===== src/hw/rtl/sts_pkg.sv =====
// ----------------------------------------------------------------------------
// sts_pkg: shared types and constants of the thread scheduler
// Event codes, status codes, link write request and id reduction helper.
// ----------------------------------------------------------------------------
package sts_pkg;

    localparam int KIND_W   = 3;
    localparam int TID_W    = 4;
    localparam int SID_W    = 3;
    localparam int COUNT_W  = 7;
    localparam int STATUS_W = 2;
    localparam int SEM_W    = 8;
    localparam int TID_MAX_W = 8;   // widest slot index (256 slots)

    localparam logic signed [SEM_W-1:0] SEM_MIN = 8'sh80;
    localparam logic signed [SEM_W-1:0] SEM_MAX = 8'sh7f;

    typedef enum logic [KIND_W-1:0] {
        K_CREATE    = 3'd0,
        K_YIELD     = 3'd1,
        K_TERMINATE = 3'd2,
        K_SEM_INIT  = 3'd3,
        K_SEM_WAIT  = 3'd4,
        K_SEM_SIG   = 3'd5,
        K_SEM_DEST  = 3'd6
    } t_kind;

    typedef enum logic [STATUS_W-1:0] {
        ST_OK     = 2'd0,
        ST_EXISTS = 2'd1,
        ST_NO_RUN = 2'd2,
        ST_LIMIT  = 2'd3
    } t_status;

    // one write into the next-pointer store
    typedef struct packed {
        logic                 en;
        logic [TID_MAX_W-1:0] addr;
        logic [TID_MAX_W-1:0] data;
    } t_link_wr;

    // small value modulo a constant count, by repeated subtraction
    function automatic logic [7:0] mod_small(logic [7:0] v, int unsigned n);
        logic [7:0] r;
        r = v;
        for (int i = 0; i < 8; i++) begin
            if (32'(r) >= n) begin
                r = r - 8'(n);
            end
        end
        return r;
    endfunction

endpackage


===== src/hw/rtl/sts_if.sv =====
// ----------------------------------------------------------------------------
// sts_if: request and result channels of the thread scheduler
// Valid/ready channels; a transfer happens when both are high at a clock edge.
// ----------------------------------------------------------------------------
interface sts_req_if;
    logic       valid;
    logic       ready;
    logic [2:0] kind;
    logic [3:0] thread_slot;
    logic [2:0] sem_id;
    logic [6:0] init_count;

    modport source (output valid, output kind, output thread_slot, output sem_id,
                    output init_count, input ready);
    modport sink   (input valid, input kind, input thread_slot, input sem_id,
                    input init_count, output ready);
endinterface

interface sts_res_if;
    logic       valid;
    logic       ready;
    logic [3:0] running_thread;
    logic       running_present;
    logic       switched;
    logic [1:0] status;

    modport source (output valid, output running_thread, output running_present,
                    output switched, output status, input ready);
    modport sink   (input valid, input running_thread, input running_present,
                    input switched, input status, output ready);
endinterface


===== src/hw/rtl/sts_link_mem.sv =====
// ----------------------------------------------------------------------------
// sts_link_mem: per-thread next-pointer store
// One write port, two registered read ports with same-cycle write bypass.
// ----------------------------------------------------------------------------
module sts_link_mem #(
    parameter int THREAD_SLOTS = 16
) (
    input  logic                              i_clk,
    input  sts_pkg::t_link_wr                 i_wr,
    input  logic [$clog2(THREAD_SLOTS)-1:0]   i_ready_addr,
    input  logic [$clog2(THREAD_SLOTS)-1:0]   i_wait_addr,
    input  logic                              i_wait_load,
    output logic [$clog2(THREAD_SLOTS)-1:0]   o_ready_next,
    output logic [$clog2(THREAD_SLOTS)-1:0]   o_wait_next
);
    import sts_pkg::*;

    localparam int TW = $clog2(THREAD_SLOTS);

    logic [TW-1:0] r_link [THREAD_SLOTS];
    logic [TW-1:0] r_ready_next;
    logic [TW-1:0] r_wait_next;
    logic [TW-1:0] wr_addr;
    logic [TW-1:0] wr_data;

    assign wr_addr = i_wr.addr[TW-1:0];
    assign wr_data = i_wr.data[TW-1:0];

    always_ff @(posedge i_clk) begin
        if (i_wr.en) begin
            r_link[wr_addr] <= wr_data;
        end
        // ready head lookahead, refreshed every cycle
        if (i_wr.en && wr_addr == i_ready_addr) begin
            r_ready_next <= wr_data;
        end else begin
            r_ready_next <= r_link[i_ready_addr];
        end
        // wait head lookahead, taken with each new request
        if (i_wait_load) begin
            if (i_wr.en && wr_addr == i_wait_addr) begin
                r_wait_next <= wr_data;
            end else begin
                r_wait_next <= r_link[i_wait_addr];
            end
        end
    end

    assign o_ready_next = r_ready_next;
    assign o_wait_next  = r_wait_next;

endmodule


===== src/hw/rtl/sts_sched_core.sv =====
// ----------------------------------------------------------------------------
// sts_sched_core: scheduler state and event logic
// Running thread, ready queue, live flags and semaphores; one event per fire.
// ----------------------------------------------------------------------------
module sts_sched_core #(
    parameter int THREAD_SLOTS = 16,
    parameter int SEMAPHORES   = 8
) (
    input  logic                                              i_clk,
    input  logic                                              i_rst_n,
    input  logic                                              i_fire,
    input  logic [sts_pkg::KIND_W-1:0]                        i_kind,
    input  logic [$clog2(THREAD_SLOTS)-1:0]                   i_tid,
    input  logic [((SEMAPHORES > 1) ? $clog2(SEMAPHORES) : 1)-1:0] i_sem,
    input  logic [sts_pkg::COUNT_W-1:0]                       i_count,
    input  logic [((SEMAPHORES > 1) ? $clog2(SEMAPHORES) : 1)-1:0] i_new_sem,
    input  logic [$clog2(THREAD_SLOTS)-1:0]                   i_ready_next,
    input  logic [$clog2(THREAD_SLOTS)-1:0]                   i_wait_next,
    output sts_pkg::t_link_wr                                 o_link_wr,
    output logic [$clog2(THREAD_SLOTS)-1:0]                   o_ready_addr,
    output logic [$clog2(THREAD_SLOTS)-1:0]                   o_wait_addr,
    output logic [sts_pkg::TID_W-1:0]                         o_thread,
    output logic                                              o_present,
    output logic                                              o_switched,
    output logic [sts_pkg::STATUS_W-1:0]                      o_status
);
    import sts_pkg::*;

    localparam int TW = $clog2(THREAD_SLOTS);
    localparam int OW = (TW > TID_W) ? TW : TID_W;

    logic [TW-1:0]           r_cur,   n_cur;
    logic                    r_pres,  n_pres;
    logic                    r_live [THREAD_SLOTS];
    logic                    n_live [THREAD_SLOTS];
    logic [TW-1:0]           r_rh,    n_rh;
    logic [TW-1:0]           r_rt,    n_rt;
    logic                    r_rne,   n_rne;
    logic signed [SEM_W-1:0] r_sv  [SEMAPHORES];
    logic signed [SEM_W-1:0] n_sv  [SEMAPHORES];
    logic [TW-1:0]           r_wh  [SEMAPHORES];
    logic [TW-1:0]           n_wh  [SEMAPHORES];
    logic [TW-1:0]           r_wt  [SEMAPHORES];
    logic [TW-1:0]           n_wt  [SEMAPHORES];
    logic                    r_wne [SEMAPHORES];
    logic                    n_wne [SEMAPHORES];

    t_link_wr                lw;
    t_status                 status;
    logic                    do_disp;
    logic                    do_push;
    logic [TW-1:0]           push_id;
    logic signed [SEM_W-1:0] sem_v;
    logic [OW-1:0]           cur_ext;

    always_comb begin
        n_cur   = r_cur;
        n_pres  = r_pres;
        n_live  = r_live;
        n_rh    = r_rh;
        n_rt    = r_rt;
        n_rne   = r_rne;
        n_sv    = r_sv;
        n_wh    = r_wh;
        n_wt    = r_wt;
        n_wne   = r_wne;
        lw      = '0;
        status  = ST_OK;
        do_disp = 1'b0;
        do_push = 1'b0;
        push_id = r_cur;
        sem_v   = r_sv[i_sem];

        if (i_fire) begin
            case (t_kind'(i_kind))
                K_CREATE: begin
                    if (r_live[i_tid]) begin
                        status = ST_EXISTS;
                    end else begin
                        n_live[i_tid] = 1'b1;
                        do_push       = 1'b1;
                        push_id       = i_tid;
                    end
                end
                K_YIELD: begin
                    if (!r_pres) begin
                        status  = ST_NO_RUN;
                        do_disp = 1'b1;
                    end else if (r_rne) begin
                        do_disp = 1'b1;
                        do_push = 1'b1;
                        push_id = r_cur;
                    end
                end
                K_TERMINATE: begin
                    if (!r_pres) begin
                        status = ST_NO_RUN;
                    end else begin
                        n_live[r_cur] = 1'b0;
                    end
                    do_disp = 1'b1;
                end
                K_SEM_INIT: begin
                    n_sv[i_sem]  = SEM_W'(signed'({1'b0, i_count}));
                    n_wne[i_sem] = 1'b0;
                end
                K_SEM_WAIT: begin
                    if (!r_pres) begin
                        status = ST_NO_RUN;
                    end else begin
                        if (sem_v == SEM_MIN) begin
                            status = ST_LIMIT;
                        end else begin
                            sem_v = sem_v - 8'sd1;
                        end
                        n_sv[i_sem] = sem_v;
                        if (sem_v[SEM_W-1]) begin
                            // block on the semaphore
                            if (r_wne[i_sem]) begin
                                lw.en   = 1'b1;
                                lw.addr = TID_MAX_W'(r_wt[i_sem]);
                                lw.data = TID_MAX_W'(r_cur);
                            end else begin
                                n_wh[i_sem] = r_cur;
                            end
                            n_wt[i_sem]  = r_cur;
                            n_wne[i_sem] = 1'b1;
                            do_disp      = 1'b1;
                        end
                    end
                end
                K_SEM_SIG: begin
                    if (sem_v == SEM_MAX) begin
                        status = ST_LIMIT;
                    end else begin
                        sem_v = sem_v + 8'sd1;
                    end
                    n_sv[i_sem] = sem_v;
                    if (r_wne[i_sem]) begin
                        push_id = r_wh[i_sem];
                        do_push = 1'b1;
                        if (r_wh[i_sem] == r_wt[i_sem]) begin
                            n_wne[i_sem] = 1'b0;
                        end else begin
                            n_wh[i_sem] = i_wait_next;
                        end
                    end
                end
                K_SEM_DEST: begin
                    if (r_wne[i_sem]) begin
                        // splice whole wait list onto ready tail
                        if (r_rne) begin
                            lw.en   = 1'b1;
                            lw.addr = TID_MAX_W'(r_rt);
                            lw.data = TID_MAX_W'(r_wh[i_sem]);
                        end else begin
                            n_rh = r_wh[i_sem];
                        end
                        n_rt         = r_wt[i_sem];
                        n_rne        = 1'b1;
                        n_wne[i_sem] = 1'b0;
                    end
                    n_sv[i_sem] = '0;
                end
                default: begin
                end
            endcase

            if (do_disp) begin
                if (r_rne) begin
                    n_cur  = r_rh;
                    n_pres = 1'b1;
                    if (r_rh == r_rt) begin
                        n_rne = 1'b0;
                    end else if (lw.en && lw.addr[TW-1:0] == r_rh) begin
                        n_rh = lw.data[TW-1:0];
                    end else begin
                        n_rh = i_ready_next;
                    end
                end else begin
                    n_cur  = '0;
                    n_pres = 1'b0;
                end
            end

            if (do_push) begin
                if (n_rne) begin
                    lw.en   = 1'b1;
                    lw.addr = TID_MAX_W'(n_rt);
                    lw.data = TID_MAX_W'(push_id);
                end else begin
                    n_rh = push_id;
                end
                n_rt  = push_id;
                n_rne = 1'b1;
            end
        end
    end

    always_ff @(posedge i_clk) begin
        if (!i_rst_n) begin
            r_cur  <= '0;
            r_pres <= 1'b1;
            r_rh   <= '0;
            r_rt   <= '0;
            r_rne  <= 1'b0;
            for (int i = 0; i < THREAD_SLOTS; i++) begin
                r_live[i] <= (i == 0);
            end
            for (int j = 0; j < SEMAPHORES; j++) begin
                r_sv[j]  <= '0;
                r_wne[j] <= 1'b0;
            end
        end else begin
            r_cur  <= n_cur;
            r_pres <= n_pres;
            r_rh   <= n_rh;
            r_rt   <= n_rt;
            r_rne  <= n_rne;
            r_live <= n_live;
            r_sv   <= n_sv;
            r_wne  <= n_wne;
        end
    end

    // wait list pointers are only read behind their non-empty flag
    always_ff @(posedge i_clk) begin
        r_wh <= n_wh;
        r_wt <= n_wt;
    end

    assign cur_ext      = OW'(n_cur);
    assign o_link_wr    = lw;
    assign o_ready_addr = n_rh;
    assign o_wait_addr  = n_wh[i_new_sem];
    assign o_thread     = n_pres ? cur_ext[TID_W-1:0] : '0;
    assign o_present    = n_pres;
    assign o_switched   = (r_pres != n_pres) || (n_pres && (r_cur != n_cur));
    assign o_status     = status;

endmodule


===== src/hw/rtl/semaphore_thread_scheduler.sv =====
// ----------------------------------------------------------------------------
// semaphore_thread_scheduler: thread scheduler with counting semaphores
// Pipeline: the request register loads at the accepting edge and the result
//   register loads when that request is processed, which waits while a held
//   result is not taken; throughput one request per cycle while results are
//   taken, set by the single-pass event logic and the lookahead next-pointer reads.
// Reset: synchronous; thread 0 runs, ready and wait lists empty, counts zero.
// ----------------------------------------------------------------------------
module semaphore_thread_scheduler #(
    parameter int THREAD_SLOTS = 16,
    parameter int SEMAPHORES   = 8
) (
    input  logic  i_clk,
    input  logic  i_rst_n,
    sts_req_if.sink   i_req,
    sts_res_if.source o_res
);
    import sts_pkg::*;

    localparam int TW = $clog2(THREAD_SLOTS);
    localparam int SW = (SEMAPHORES > 1) ? $clog2(SEMAPHORES) : 1;

    // request register
    logic                r_in_valid, n_in_valid;
    logic [KIND_W-1:0]   r_kind;
    logic [TW-1:0]       r_tid;
    logic [SW-1:0]       r_sem;
    logic [COUNT_W-1:0]  r_count;

    // result register
    logic                r_out_valid, n_out_valid;
    logic [TID_W-1:0]    r_thread;
    logic                r_present;
    logic                r_switched;
    logic [STATUS_W-1:0] r_status;

    logic                in_take;   // request enters the request register
    logic                fire;      // request register is processed
    logic [7:0]          tid_mod;
    logic [7:0]          sem_mod;
    logic [TW-1:0]       new_tid;
    logic [SW-1:0]       new_sem;

    t_link_wr            link_wr;
    logic [TW-1:0]       ready_addr;
    logic [TW-1:0]       wait_addr;
    logic [TW-1:0]       ready_next;
    logic [TW-1:0]       wait_next;
    logic [TID_W-1:0]    res_thread;
    logic                res_present;
    logic                res_switched;
    logic [STATUS_W-1:0] res_status;

    // Out-of-range ids wrap to the configured slot and semaphore counts.
    assign tid_mod = mod_small(8'(i_req.thread_slot), THREAD_SLOTS);
    assign sem_mod = mod_small(8'(i_req.sem_id), SEMAPHORES);
    assign new_tid = tid_mod[TW-1:0];
    assign new_sem = sem_mod[SW-1:0];

    // A request is processed whenever the result slot is free or draining,
    // and the request register refills in the same cycle.
    assign fire        = r_in_valid && (!r_out_valid || o_res.ready);
    assign i_req.ready = !r_in_valid || fire;
    assign in_take     = i_req.valid && i_req.ready;

    assign n_in_valid  = in_take || (r_in_valid && !fire);
    assign n_out_valid = fire || (r_out_valid && !o_res.ready);

    always_ff @(posedge i_clk) begin
        if (!i_rst_n) begin
            r_in_valid  <= 1'b0;
            r_out_valid <= 1'b0;
        end else begin
            r_in_valid  <= n_in_valid;
            r_out_valid <= n_out_valid;
        end
    end

    always_ff @(posedge i_clk) begin
        if (in_take) begin
            r_kind  <= i_req.kind;
            r_tid   <= new_tid;
            r_sem   <= new_sem;
            r_count <= i_req.init_count;
        end
        if (fire) begin
            r_thread   <= res_thread;
            r_present  <= res_present;
            r_switched <= res_switched;
            r_status   <= res_status;
        end
    end

    // Scheduler state and the event logic of one request.
    sts_sched_core #(
        .THREAD_SLOTS (THREAD_SLOTS),
        .SEMAPHORES   (SEMAPHORES)
    ) u_core (
        .i_clk        (i_clk),
        .i_rst_n      (i_rst_n),
        .i_fire       (fire),
        .i_kind       (r_kind),
        .i_tid        (r_tid),
        .i_sem        (r_sem),
        .i_count      (r_count),
        .i_new_sem    (new_sem),
        .i_ready_next (ready_next),
        .i_wait_next  (wait_next),
        .o_link_wr    (link_wr),
        .o_ready_addr (ready_addr),
        .o_wait_addr  (wait_addr),
        .o_thread     (res_thread),
        .o_present    (res_present),
        .o_switched   (res_switched),
        .o_status     (res_status)
    );

    // Next pointers: the successor of the ready head is fetched every cycle
    // from the head the state is moving to; the successor of the addressed
    // wait head is fetched as a request enters. State changes only when a
    // request is processed, so both lookaheads are current when used.
    sts_link_mem #(
        .THREAD_SLOTS (THREAD_SLOTS)
    ) u_link (
        .i_clk        (i_clk),
        .i_wr         (link_wr),
        .i_ready_addr (ready_addr),
        .i_wait_addr  (wait_addr),
        .i_wait_load  (in_take),
        .o_ready_next (ready_next),
        .o_wait_next  (wait_next)
    );

    assign o_res.valid           = r_out_valid;
    assign o_res.running_thread  = r_thread;
    assign o_res.running_present = r_present;
    assign o_res.switched        = r_switched;
    assign o_res.status          = r_status;

endmodule


===== src/flat_wrapper.sv =====
// flat-port wrapper written by rule: the top's interface ports become plain ports
module semaphore_thread_scheduler_flat import sts_pkg::*;
#(
    parameter int THREAD_SLOTS = 16,
    parameter int SEMAPHORES   = 8
)
  (i_clk, i_rst_n, i_req_valid, i_req_kind, i_req_thread_slot, i_req_sem_id, i_req_init_count, i_req_ready, o_res_valid, o_res_running_thread, o_res_running_present, o_res_switched, o_res_status, o_res_ready);
  sts_req_if i_req_i ();
  sts_res_if o_res_i ();
  input  logic i_clk;
  input  logic i_rst_n;
  input wire logic [$bits(i_req_i.valid)-1:0] i_req_valid;
  input wire logic [$bits(i_req_i.kind)-1:0] i_req_kind;
  input wire logic [$bits(i_req_i.thread_slot)-1:0] i_req_thread_slot;
  input wire logic [$bits(i_req_i.sem_id)-1:0] i_req_sem_id;
  input wire logic [$bits(i_req_i.init_count)-1:0] i_req_init_count;
  output wire logic [$bits(i_req_i.ready)-1:0] i_req_ready;
  output wire logic [$bits(o_res_i.valid)-1:0] o_res_valid;
  output wire logic [$bits(o_res_i.running_thread)-1:0] o_res_running_thread;
  output wire logic [$bits(o_res_i.running_present)-1:0] o_res_running_present;
  output wire logic [$bits(o_res_i.switched)-1:0] o_res_switched;
  output wire logic [$bits(o_res_i.status)-1:0] o_res_status;
  input wire logic [$bits(o_res_i.ready)-1:0] o_res_ready;
  assign i_req_i.valid = i_req_valid;
  assign i_req_i.kind = i_req_kind;
  assign i_req_i.thread_slot = i_req_thread_slot;
  assign i_req_i.sem_id = i_req_sem_id;
  assign i_req_i.init_count = i_req_init_count;
  assign i_req_ready = i_req_i.ready;
  assign o_res_valid = o_res_i.valid;
  assign o_res_running_thread = o_res_i.running_thread;
  assign o_res_running_present = o_res_i.running_present;
  assign o_res_switched = o_res_i.switched;
  assign o_res_status = o_res_i.status;
  assign o_res_i.ready = o_res_ready;
  semaphore_thread_scheduler #(.THREAD_SLOTS(THREAD_SLOTS), .SEMAPHORES(SEMAPHORES)) u_core (.i_clk(i_clk), .i_rst_n(i_rst_n), .i_req(i_req_i), .o_res(o_res_i));
endmodule

===== config.mk =====
export PLATFORM = sky130hd
export DESIGN_NAME = semaphore_thread_scheduler_flat
export DESIGN_NICKNAME = d
export VERILOG_FILES = /design/src/hw/rtl/sts_pkg.sv /design/src/hw/rtl/sts_if.sv /design/src/hw/rtl/sts_link_mem.sv /design/src/hw/rtl/sts_sched_core.sv /design/src/hw/rtl/semaphore_thread_scheduler.sv /design/src/flat_wrapper.sv
export SDC_FILE = /design/constraint.sdc
export NUM_CORES = 1
export LEC_CHECK = 0
export BUFFER_PORTS_ARGS = -buffer_cell sky130_fd_sc_hd__buf_2
export CORE_ASPECT_RATIO = 1.2
export CORE_MARGIN = 2
export CORE_UTILIZATION = 45
export CTS_CLUSTER_DIAMETER = 50
export CTS_CLUSTER_SIZE = 8
export DETAILED_ROUTE_END_ITERATION = 10
export MAX_ROUTING_LAYER = met4
export SETUP_SLACK_MARGIN = 0.1
export SYNTH_ARGS = -nofsm -noshare
export SYNTH_HDL_FRONTEND = slang
export SYNTH_SLANG_ARGS = --single-unit

===== constraint.sdc =====
create_clock -name i_clk -period 6.8 [get_ports i_clk]
set_input_delay 2.04 -clock i_clk [delete_from_list [all_inputs] [get_ports i_clk]]
set_output_delay 2.04 -clock i_clk [all_outputs]
set_load 0.02 [all_outputs]

==> results of run 1 <==
## per-layer routing
layer	wire (um)	up-vias	track usage, %
met4	4230	0	19.8
met2	29100	742	52.2
met3	4060	234	4.52
met1	22900	7402	37.7
met5	0	-	-
li1	-	6869	-
## synth_stat cells (8+ instances only)
cell | instances | area, um2
a41oi_1 | 9 | 78.8
a22oi_1 | 15 | 113
and2_1 | 19 | 119
nand4_1 | 24 | 150
o31ai_1 | 16 | 120
or3_1 | 14 | 87.6
clkbuf_1 | 89 | 334
a221o_1 | 12 | 120
mux4_2 | 49 | 1100
a32o_1 | 8 | 80.1
mux2i_1 | 46 | 460
dfxtp_1 | 140 | 2800
a21boi_0 | 21 | 158
edfxtp_1 | 125 | 3750
nor2_1 | 154 | 578
nand2_1 | 198 | 743
buf_1 | 8 | 30.0
and3_1 | 16 | 100
o21a_1 | 10 | 75.1
nor2b_1 | 58 | 363
buf_6 | 12 | 135
inv_1 | 30 | 113
a211o_1 | 9 | 78.8
a31oi_1 | 11 | 68.8
a311oi_1 | 10 | 87.6
nand2b_1 | 9 | 56.3
nand3_1 | 28 | 140
a21oi_1 | 209 | 1050
a21o_1 | 10 | 75.1
nor3_1 | 22 | 110
buf_2 | 10 | 50.1
o21ai_0 | 182 | 911
o211ai_1 | 22 | 165
xnor2_1 | 17 | 149
o21ai_1 | 14 | 70.1
a211oi_1 | 13 | 97.6
nor4_1 | 9 | 56.3
## kinds of logic (layout without fill, tap and decap cells)
family | count (synthesis) | count (layout) | share of synthesized area (%)
compound gates | 658 | 658 | 25.8
simple gates | 590 | 590 | 17.3
flops | 265 | 265 | 39.6
buf+inv | 165 | 192 | 4.88
mux | 114 | 114 | 11.0
xor+xnor | 21 | 21 | 1.27
fa+ha+maj | 3 | 3 | 0.227
other cells | 0 | 1 | 0
## worst reg2reg max path, delay by kind of cell (launching register included)
kind            cells  cell delay (ns)
compound gates      4             1.55
buf+inv             1             0.30
xor+xnor            1             0.39
mux                 3             1.25
simple gates        5             1.64
flops               1             0.92
## state kept, by name, indices dropped and copies added (netlist names), named ones only
signal / cells
u_core.u_core.r_rh: 4
u_core.r_in_valid: 1
u_core.o_res.valid: 1
u_core.o_res.switched: 1
u_core.r_tid: 4
u_core.u_core.r_rt: 4
u_core.u_core.r_cur: 4
u_core.u_core.r_live: 16
u_core.o_res.running_thread: 4
u_core.u_link.r_link: 64
u_core.r_count: 7
u_core.o_res.running_present: 1
u_core.r_kind: 3
u_core.r_sem: 3
u_core.u_core.r_rne: 1
u_core.u_core.r_wh: 32
u_core.u_core.r_wt: 32
u_core.u_core.r_pres: 1
u_core.u_link.o_wait_next: 4
u_core.u_core.r_sv: 64
u_core.o_res.status: 2
## worst max path at each step
stage,slack [ns],endpoint,startpoint,cells after the start
after global routing,0.15,u_core.u_link.o_wait_next[3],u_core.r_sem[1],14
final,0.51,u_core.u_link.o_wait_next[2],u_core.r_sem[1],14
after CTS,0.54,u_core.u_link.o_wait_next[3],u_core.r_sem[1],14
after global placement,0.62,u_core.u_link.o_wait_next[0],u_core.r_sem[1],14
after detailed placement,0.54,u_core.u_link.o_wait_next[1],u_core.r_sem[1],14
after floorplan,1.45,u_core.u_link.o_wait_next[1],o_res_ready,17
## layout make-up
type	instances	area share, %
multi-input combinational	1386	50.3
sequential	265	35.7
clock buffer	67	6.45
tap	474	3.23
timing repair buffer	82	3.15
inverter	35	0.715
clock inverter	8	0.477
antenna	1	0.0136
## report_power, final
| part | total [mW] | internal, mW | switching [mW] |
|---|---|---|---|
| Combinational | 0.466 | 0.155 | 0.311 |
| Sequential | 1.74 | 1.69 | 0.0494 |
| Clock | 2.00 | 1.23 | 0.772 |
==> metrics.txt, run 1 <==
Critical-path top delay cell=edfxtp_1; top_reg_cell synth=dfxtp_1; die span in x=179 um; Tightest Hold Check Type=register to register; H-tree levels=2; r2r setup slk=0.51 ns; first-pass GRT wire length=90700 um; FFs w/ async S/R, synth=0%; worst hold path startpoint=u_core.u_core.r_live[0]; crit-path cells=buf_12, mux4_2, mux2i_4, nand3_1, nor2_1, mux2_2, o21ai_0, nand3_1, a221oi_1, o22a_1, nor2_2, xnor2_1, and3_1, o31ai_1; Mapped Area=16600 um2; worst r2r dst=u_core.u_link.o_wait_next[2]; Worst Hold Depth=2; Post-Route WL=60300 um; CP dominant cell by count=nand3_1; Fillers=3467; Rows=77; final hold violation count=0; hpwl dp=42800 um; VDD IR max=0.198 mV; Routability Congestion=1.01; Worst Reg-to-Reg Cells=14; #FFs+latches synth=265; Seq/Total Area, Yosys=39.6%; Post-synth EDFFs=125; I/O pins=31; core area=36600 um2; RSZ-0062 raised after global routing=false; Tcrit/Tclk final=92.5%; later-pin clock latency in the skew report=0.57 ns; initial antenna violation count=1; Post-CTS Setup Repair Bufs=0; Final Critical Period=6.29 ns; CP Launch Type=register; fmax=0.159 GHz; Worst Path Max Fanout=34; post-layout net count=1836; Clock Sink Count=265; CP endpoint kind=register; 1st-pass router iterations=6; antenna-violating nets left=0; Initial Util=45.3%; CP max stage delay=0.92 ns; sum of buffers and inverters on the critical path=1; Cells after DPL=2242; Initial DRC Count=1768; r2r startpoint=u_core.r_sem[1]; Syn-to-layout area delta=10.8%; Net Count, Synth=1840; layout cell share with drive strength beyond 1=13.3%; vias in the first global route=14700; synth unique cells=109; synthesized area per cell=9.13 um2; CTS resizes=0; die area=38400 um2; Num CTS Buffers=42; post-layout util=50.2%; worst slack at placement=0.545 ns; Cell Pwr Density=229 nW/um2; Fin Clk Skew=0.0257 ns; WS Path Type=register to register; hold-fix buffers at CTS=0; residual DRC count=0; leakage power total=6.27 nW; Finished Layout Cells=2318; Final setup violation count=0; DR vias=15200; crit path DAT=6.59 ns; Worst EP required=7.10 ns; CTS tree=done; clock tree root buffer cell=clkbuf_16; Max Cap Viol=0; register area=6560 um2; critical path's top delay family=simple AND/OR/NAND/NOR gates; routed length per instance=26.0 um; Clock transition at path regs=0.05 ns; fin area=18400 um2; total gr overflow=0; Vias/cell=6.58; Tot GR Track Use=32.3%; status=finished clean; buffers added on ports=30; relative max-transition margin=25.7%; Worst Tran Pin Value=1.11 ns; final setup TNS=0 ns; cell count after synthesis=1816; commonest non-fill, non-tap cell in the layout=a21oi_1; DIE HEIGHT=214 um; Cell Area, Placed=17100 um2; worst min-delay path endpoint=u_core.u_core.r_live[0]; final setup slack of the worst path=0.510 ns; multi-input combinational cell area=9230 um2; total chip power=4.20 mW; largest net degree at the start of global routing=72; synth warn=0; worst hold margin=0.474 ns; most frequent cells in the layout=209 x a21oi_1, 198 x nand2_1, 181 x o21ai_0, 153 x nor2_1, 140 x dfxtp_1; Clock Path Buffers=3; Slew Viols, Final=0
No activity file was read; power rests on OpenSTA's default activity.
==> inputs of run 2 (changes only) <==
- SYNTH_HIERARCHICAL: unset -> 1
==> metrics.txt, run 2 <==
final setup TNS=0 ns; Fillers=2939; VDD IR max=0.193 mV; fmax=0.158 GHz; die span in x=170 um; initial antenna violation count=0; Vias/cell=6.74; Routability Congestion=0.979; largest net degree at the start of global routing=56; fin area=16900 um2; hpwl dp=37400 um; Worst Path Max Fanout=21; r2r startpoint=u_core/r_sem[2]; Syn-to-layout area delta=13.7%; post-layout net count=1544; H-tree levels=2; CP endpoint=u_core/u_link/o_wait_next[0]; Net Count, Synth=1509; Rows=72; Initial DRC Count=1504; Post-Route WL=53100 um; Cell Pwr Density=244 nW/um2; leakage power total=5.90 nW; final hold violation count=0; CTS tree=done; worst hold path startpoint=u_core/u_core/r_live[8]; Max Cap Viol=0; Post-CTS Setup Repair Bufs=0; CP max stage delay=0.87 ns; crit-path cells=buf_4, nor2b_1, a221o_1, a22oi_1, xnor2_1, and3_1, o41ai_1, buf_4, o22ai_1, o221ai_1, a21o_1, o211ai_1, xnor2_1, nand2_1, nor4_2, mux2_2; clock tree root buffer cell=clkbuf_16; die area=34500 um2; CP Launch Type=register; Initial Util=45.8%; post-layout util=52.1%; total gr overflow=0; Critical-path top delay cell=edfxtp_1; Num CTS Buffers=43; top flop regs=u_core/u_core/r_sv x64, u_core/u_link/r_link x64; total chip power=4.12 mW; Tcrit/Tclk final=92.8%; Fin Clk Skew=0.0270 ns; synth warn=6; relative max-transition margin=15.3%; Tot GR Track Use=31.7%; Final setup violation count=0; Mapped Area=14900 um2; sum of buffers and inverters on the critical path=2; DIE HEIGHT=203 um; Worst Tran Pin Value=1.27 ns; layout cell share with drive strength beyond 1=15.3%; Tightest Hold Check Type=register to register; buffers added on ports=30; Clock transition at path regs=0.05 ns; crit path DAT=6.61 ns; 1st-pass router iterations=6; worst hold margin=0.484 ns; CTS resizes=0; first-pass GRT wire length=79800 um; I/O pins=31; r2r setup slk=0.49 ns; cell count after synthesis=1486; WP depth=16; Cell Area, Placed=15600 um2; worst r2r dst=u_core/u_link/o_wait_next[0]; core area=32400 um2; hold-fix buffers at CTS=0; Final Critical Period=6.31 ns; synthesized area per cell=10.0 um2; Worst Reg-to-Reg Cells=16; residual DRC count=0; final setup slack of the worst path=0.489 ns; later-pin clock latency in the skew report=0.55 ns; vias in the first global route=12700; WS Path Type=register to register; Finished Layout Cells=1960; Clock Path Buffers=3; CP endpoint kind=register; antenna-violating nets left=0; status=finished clean; commonest non-fill, non-tap cell in the layout=dfxtp_1; n_diodes=0; Worst EP required=7.10 ns; Clock Sink Count=265; critical path's top delay family=compound AO/OA/AOI/OAI gates; worst slack at placement=0.631 ns; crit path launch=u_core/r_sem[2]; DR vias=13200; RSZ-0062 raised after global routing=false; routed length per instance=27.1 um; most frequent cells in the layout=140 x dfxtp_1, 130 x nor2_1, 125 x edfxtp_1, 125 x nand2_1, 113 x o21ai_0; Cells after DPL=1883; Slew Viols, Final=0
==> run 2: report_power, final <==
group / leakage, nW / internal (mW) / switching, mW
Clock: 0.649 / 1.30 / 0.753
Sequential: 2.36 / 1.68 / 0.0322
Combinational: 2.89 / 0.118 / 0.233
==> run 2: how the worst min path moves through the flow <==
stage	endpoint	depth (start not counted)	slack (ns)
detailed placement	u_core/u_core/r_live[8]	2	0.48
floorplan	u_core/u_core/r_wh[26]	2	0.43
finish	u_core/u_core/r_live[8]	2	0.48
global route	u_core/u_core/r_wh[23]	1	0.50
CTS	u_core/u_core/r_live[8]	2	0.48
global placement	u_core/u_core/r_live[3]	2	0.47
==> run 2: layout make-up <==
class | instances | area, um2 | share of cell area [%]
Clock buffer | 69 | 1260 | 7.44
Clock inverter | 8 | 86.3 | 0.511
Inverter | 37 | 139 | 0.822
Multi-Input combinational cell | 1087 | 7750 | 45.9
Sequential cell | 265 | 6560 | 38.8
Tap cell | 407 | 509 | 3.01
Timing Repair Buffer | 87 | 603 | 3.57
==> run 2: layer usage <==
metal | routed length, um | part of all wire [%] | global-route usage (%)
met1 | 20500 | 39 | 38.9
met2 | 25700 | 48 | 51.1
met3 | 3860 | 7.3 | 4.33
met4 | 3080 | 5.8 | 16.2
met5 | 0 | 0 | -
==> run 2: worst register-to-register path, stage by stage (launching register included) <==
cell and delay (ns):
edfxtp_1 0.87, buf_4 0.41, nor2b_1 0.22, a221o_1 0.39, a22oi_1 0.72, xnor2_1 0.43
and3_1 0.38, o41ai_1 0.49, buf_4 0.22, o22ai_1 0.09, o221ai_1 0.24, a21o_1 0.15
o211ai_1 0.30, xnor2_1 0.28, nand2_1 0.09, nor4_2 0.42, mux2_2 0.39
